[src/rtl/dgpi_pkg.sv]
package dgpi_pkg;

	// channel organization
	localparam int unsigned NumCh     = 6;
	localparam int unsigned GroupSize = 3;
	localparam int unsigned NumGroups = NumCh / GroupSize;

	// datapath widths
	localparam int unsigned DataW     = 16;                  // readings, targets, pressures
	localparam int unsigned ErrW      = DataW + 1;           // reading - target
	localparam int unsigned DiffW     = ErrW + 2;            // S - 2*e
	localparam int unsigned ProdW     = DiffW + DataW + 1;   // diff * gain, signed
	localparam int unsigned ProdShift = 19;                  // Q17.19 -> Q16.0
	localparam int unsigned UpdW      = DataW + 1;           // store + increment
	localparam int unsigned SumW      = UpdW + 2;            // sum of three updates
	localparam int unsigned MagW      = SumW - 1;            // |sum| stays below 2^18
	localparam int unsigned Div3W     = 18;
	localparam int unsigned Div3Shift = 19;
	localparam int unsigned QuotW     = MagW + Div3W - Div3Shift;
	localparam int unsigned MeanW     = QuotW;
	localparam int unsigned ResW      = UpdW + 1;            // update - mean

	// ceil(2^19 / 3); exact floor(x/3) for x < 2^18
	localparam logic [Div3W-1:0] Div3Mult = 18'd174763;

	// configuration port
	localparam int unsigned CfgIdxW = 3;

	typedef logic        [DataW-1:0] word_t;
	typedef logic signed [DataW-1:0] press_t;

	typedef enum logic [CfgIdxW-1:0] {
		REG_TARGET_0  = 3'd0,
		REG_TARGET_1  = 3'd1,
		REG_TARGET_2  = 3'd2,
		REG_TARGET_3  = 3'd3,
		REG_TARGET_4  = 3'd4,
		REG_TARGET_5  = 3'd5,
		REG_STEP_GAIN = 3'd6
	} cfg_reg_t;

	// reset values, channel 0 in the low slot
	localparam word_t [NumCh-1:0] TargetReset = {
		16'd59258, 16'd53813, 16'd52211, 16'd34914, 16'd34274, 16'd38758
	};
	localparam word_t StepGainReset = 16'd16384;

	// stage load strobes from the top-level pipeline control
	typedef struct packed {
		logic load_s2;
		logic load_out;
	} dgpi_ctrl_t;

	// clamp to the signed 16-bit range
	function automatic press_t sat16(input logic signed [ResW-1:0] v);
		press_t r;
		if (!v[ResW-1] && (|v[ResW-2:DataW-1])) begin
			r = {1'b0, {(DataW-1){1'b1}}};
		end else if (v[ResW-1] && !(&v[ResW-2:DataW-1])) begin
			r = {1'b1, {(DataW-1){1'b0}}};
		end else begin
			r = v[DataW-1:0];
		end
		return r;
	endfunction

endpackage

[src/rtl/dgpi_group.sv]
module dgpi_group (
	input  logic                                       clk,
	input  logic                                       arst_n,
	input  dgpi_pkg::dgpi_ctrl_t                       ctrl,
	input  dgpi_pkg::word_t  [dgpi_pkg::GroupSize-1:0] reading,
	input  dgpi_pkg::word_t  [dgpi_pkg::GroupSize-1:0] target,
	input  dgpi_pkg::word_t                            step_gain,
	output dgpi_pkg::press_t [dgpi_pkg::GroupSize-1:0] pressure
);
	import dgpi_pkg::*;

	logic signed [ErrW-1:0]  err  [GroupSize];
	logic signed [DiffW-1:0] sum_err;
	logic signed [DiffW-1:0] diff [GroupSize];
	logic signed [ProdW-1:0] prod [GroupSize];
	logic signed [ProdW-1:0] gain_ext;
	press_t [GroupSize-1:0]  inc_c;
	press_t [GroupSize-1:0]  inc_s2;

	logic signed [UpdW-1:0]  upd  [GroupSize];
	logic signed [SumW-1:0]  total;
	logic                    total_neg;
	logic        [SumW-1:0]  mag_full;
	logic        [MagW-1:0]  mag;
	logic [MagW+Div3W-1:0]   quot_prod;
	logic        [QuotW-1:0] quot;
	logic signed [MeanW-1:0] mean;
	logic signed [ResW-1:0]  res  [GroupSize];
	press_t [GroupSize-1:0]  store_c;
	press_t [GroupSize-1:0]  store_q;

	// errors, group sum and gain product per channel
	always_comb begin
		gain_ext = signed'(ProdW'({1'b0, step_gain}));
		for (int j = 0; j < GroupSize; j++) begin
			err[j] = signed'({1'b0, reading[j]}) - signed'({1'b0, target[j]});
		end
		sum_err = '0;
		for (int j = 0; j < GroupSize; j++) begin
			sum_err = sum_err + DiffW'(err[j]);
		end
		for (int j = 0; j < GroupSize; j++) begin
			diff[j]  = sum_err - (DiffW'(err[j]) <<< 1);
			prod[j]  = ProdW'(diff[j]) * gain_ext;
			// floor shift; the result always fits 16 bits
			inc_c[j] = prod[j][ProdShift+DataW-1:ProdShift];
		end
	end

	// increment register
	always_ff @(posedge clk) begin
		if (ctrl.load_s2) begin
			inc_s2 <= inc_c;
		end
	end

	// store update, group mean removal, saturation
	always_comb begin
		for (int j = 0; j < GroupSize; j++) begin
			upd[j] = UpdW'(signed'(store_q[j])) + UpdW'(signed'(inc_s2[j]));
		end
		total = '0;
		for (int j = 0; j < GroupSize; j++) begin
			total = total + SumW'(upd[j]);
		end
		total_neg = total[SumW-1];
		mag_full  = total_neg ? unsigned'(-total) : unsigned'(total);
		mag       = mag_full[MagW-1:0];
		// divide by three through the reciprocal, truncating toward zero
		quot_prod = (MagW+Div3W)'(mag) * (MagW+Div3W)'(Div3Mult);
		quot      = quot_prod[Div3Shift +: QuotW];
		mean      = total_neg ? -signed'(quot) : signed'(quot);
		for (int j = 0; j < GroupSize; j++) begin
			res[j]     = ResW'(upd[j]) - ResW'(mean);
			store_c[j] = sat16(res[j]);
		end
	end

	// pressure store, also the output word
	always_ff @(posedge clk or negedge arst_n) begin
		if (!arst_n) begin
			store_q <= '0;
		end else if (ctrl.load_out) begin
			store_q <= store_c;
		end
	end

	assign pressure = store_q;

endmodule

[config.mk]
export PLATFORM = sky130hd
export DESIGN_NAME = dgpi_group
export DESIGN_NICKNAME = d
export VERILOG_FILES = /design/src/rtl/dgpi_pkg.sv /design/src/rtl/dgpi_group.sv
export SDC_FILE = /design/constraint.sdc
export NUM_CORES = 2
export LEC_CHECK = 0
export ABC_CLOCK_PERIOD_IN_PS = 12900
export BUFFER_PORTS_ARGS = -buffer_cell sky130_fd_sc_hd__buf_2
export CAP_MARGIN = 5
export CORE_ASPECT_RATIO = 0.75
export CORE_MARGIN = 3
export CORE_UTILIZATION = 55
export DETAILED_ROUTE_END_ITERATION = 12
export HOLD_SLACK_MARGIN = 0.12
export PLACE_DENSITY = 0.75
export SLEW_MARGIN = 10
export SYNTH_ARGS = -nofsm -noshare
export SYNTH_HDL_FRONTEND = slang
export SYNTH_SLANG_ARGS = --single-unit
[constraint.sdc]
create_clock -name clk -period 12.9 [get_ports clk]
set_input_delay 1.935 -clock clk [delete_from_list [all_inputs] [get_ports clk]]
set_output_delay 1.935 -clock clk [all_outputs]
set_load 0.005 [all_outputs]
==> flow_summary_export.csv <==
group,metric,value,unit
yosys,syn-cell-area,52200,um2
route,drtIter0Drc,3640,
clock_network,cts-buffers-inserted,9,
timing,max_freq,0.0728,GHz
timing,clock_skew,14.7,ps
clock_network,clk_latency,380,ps
yosys,async_reset_ff_share,50.0,%
global_routing,grt_pass1_wl,243,mm
timing,rsz0062_at_grt,"yes",
finish,layout-drive-gt1-share,26.1,%
setup_path,r2r_setup_slack,-830,ps
clock_network,clock-root-buffer,"clkbuf_16",
finish,mostFrequentLayoutCells,"inv_1, fa_1, buf_4",
timing,min_period,13730,ps
yosys,postSynthAreaPerCell,8.90,um2
setup_path,critical_path.slowest_cell,"fa_1",
clock_network,htreeDepth,3,
finish,nets,8732,
yosys,synth_edf_count,48,
clock_network,clockBufferDepth,2,
floorplanning,start_util,55.7,%
floorplanning,dieArea,98700,um2
timing,slew_violations,0,
setup_path,crit_end,"pressure[1]$_DFFE_PN0P_",
floorplanning,fp.dieW,362,um
global_routing,antenna_found_initial,2,
floorplanning,die_h,273,um
finish,final-seq-area,2640,um2
timing,fin_crit_sh,106,%
run_status,status,"finished with violations",
job,max-cap-violations,0,
floorplanning,rows,97,
clock_network,hold_buffers,0,
finish,fill_cells,6563,
global_routing,grt_overflow_total,0,
route,wl,159,mm
timing,setup_viol,58,
placement,hpwl,122,mm
route,drtPass1Iterations,7,
setup_path,critPathLaunchType,"register",
route,antenna_left,0,
setup_path,r2r-start,"pressure[33]$_DFFE_PN0P_",
yosys,yosysWarnings,0,
route,avgViaCountPerCell,5.55,
floorplanning,ios,164,
run_status,violations,"setup timing",
yosys,ys_ff_latch,96,
setup_path,worstPathMaxFanout,8,
worst_hold_path,hold_class,"reg -> reg",
timing,setup_ws,-834,ps
timing,setup_tns,-33520,ps
setup_path,end_kind,"register",
route,vias,45332,
setup_path,reg2reg_depth,66,
setup_path,worstPathRequired,13200,ps
finish,areaGrowthSynthToFinish,26.1,%
placement,portBuffers,163,
finish,multiInputGateArea,46800,um2
yosys,ys.flop_type,"edfxtp_1",
setup_path,crit_path_max_incr_delay,550,ps
global_routing,grt_max_degree,60,
timing,slew_headroom,14.5,%
setup_path,regToRegEndpoint,"pressure[1]$_DFFE_PN0P_",
floorplanning,core-area,93700,um2
timing,hold_viol_final,0,
setup_path,critPathKind,"reg -> reg",
timing,tightest_slew,1270,ps
clock_network,cts.clk_slew.worst_paths,90,ps
setup_path,crit_start,"pressure[33]$_DFFE_PN0P_",
global_routing,grt.total_usage,30.7,%
route,drc,0,
global_routing,grt_pass1_vias,47315,
route,avgRoutedWirePerCell,19.4,um
clock_network,cts_tree,"built",
placement,gp_congestion,0.975,
yosys,ys_seq_area_share,5.06,%
yosys,synth_cell_types,94,
clock_network,clock-sinks,96,
yosys,synthCells,5862,
setup_path,worstPathArrival,14040,ps
finish,mostFrequentLayoutCell,"inv_1",
yosys,syn-num-nets,7663,
synth_stat cells (9+ instances only):
library cell,instances,area [um2]
a211o_1,10,87.6
a211oi_1,14,105
a21boi_0,43,323
a21o_1,82,616
a21oi_1,165,826
a221o_1,29,290
a31oi_1,11,68.8
and2_1,333,2080
and3_1,16,100
clkbuf_1,167,627
dfrtp_1,48,1200
edfxtp_1,48,1440
fa_1,1047,21000
ha_1,638,7980
inv_1,1414,5310
nand2_1,643,2410
nand2b_1,63,394
nand3_1,37,185
nand4_1,12,75.1
nor2_1,202,758
nor2b_1,83,519
nor3_1,51,255
o211ai_1,13,97.6
o21a_1,33,248
o21ai_0,138,691
o21bai_1,34,255
o31ai_1,10,75.1
or2_2,9,56.3
or3_1,15,93.8
xnor2_1,223,1950
xor2_1,76,666
how the worst min path moves through the flow:
stage,start,end,slack [ps],depth (start not counted)
after floorplan,pressure[31]$_DFFE_PN0P_,pressure[31]$_DFFE_PN0P_,500,1
after global placement,pressure[28]$_DFFE_PN0P_,pressure[28]$_DFFE_PN0P_,540,1
after detailed placement,pressure[34]$_DFFE_PN0P_,pressure[34]$_DFFE_PN0P_,540,2
after CTS,pressure[34]$_DFFE_PN0P_,pressure[34]$_DFFE_PN0P_,550,2
after global routing,pressure[47]$_DFFE_PN0P_,pressure[47]$_DFFE_PN0P_,580,1
final,pressure[25]$_DFFE_PN0P_,pressure[25]$_DFFE_PN0P_,560,1
worst max-delay path, delay by kind of cell, from the launching register on:
family,cells,cell delay [ps]
compound gates,28,5630
fa+ha+maj,12,4280
simple gates,11,1390
buf+inv,11,1310
xor+xnor,4,590
flops,1,440
final cells by class:
class	count	share of cell area, %
multi-input combinational	4174	71.1
timing repair buffer	1234	14.0
inverter	1416	8.09
sequential	96	4.01
tap	1237	2.35
clock buffer	9	0.342
clock inverter	7	0.0912
antenna	2	0.00760
routing by layer:
| metal | global-route usage (%) | part of all wire, % | wire [um] | vias up |
|---|---|---|---|---|
| met4 | 7.61 | 3.3 | 5270 | 0 |
| met2 | 49.8 | 46 | 73800 | 2311 |
| met5 | 0.0980 | 0 | 0 | - |
| li1 | - | - | - | 20065 |
| met1 | 42.1 | 40 | 63700 | 22514 |
| met3 | 6.92 | 10 | 16200 | 442 |
per-stage QoR:
step	hold WS, ps	std cells	instance area, um2	setup WS (ps)	utilization, %
after global routing	582	8174	65800	-1200	70.3
final	563	8175	65800	-834	70.3
after detailed placement	540	7944	60700	-1180	64.8
after floorplan	501	5862	52500	5.31	-
after CTS	554	8103	63400	-243	67.7
after global placement	541	7944	60700	-903	64.8
cell families after synthesis:
group           synth area share (%)
fa+ha+maj                       55.6
buf+inv                         11.5
simple gates                    13.7
compound gates                  8.93
xor+xnor                        5.12
flops                           5.06
mux                           0.0623
sequential cells by signal, summed over array words and instances, names as in the netlist:
register and count:
inc_s2 48, pressure 48
what timing repair did:
action | 4_1_cts | 5_1_grt
buffers inserted | 139 | 79
endpoints found under the hold margin | 0 | 0
cloned | 5 | 2
resized for setup | 317 | 427
setup endpoints to repair | 75 | 90
pin swaps | 168 | 312
Power is left out: the tool's default activity adds up to more than one toggle a clock period on the data nets, which glitch-free logic cannot reach.
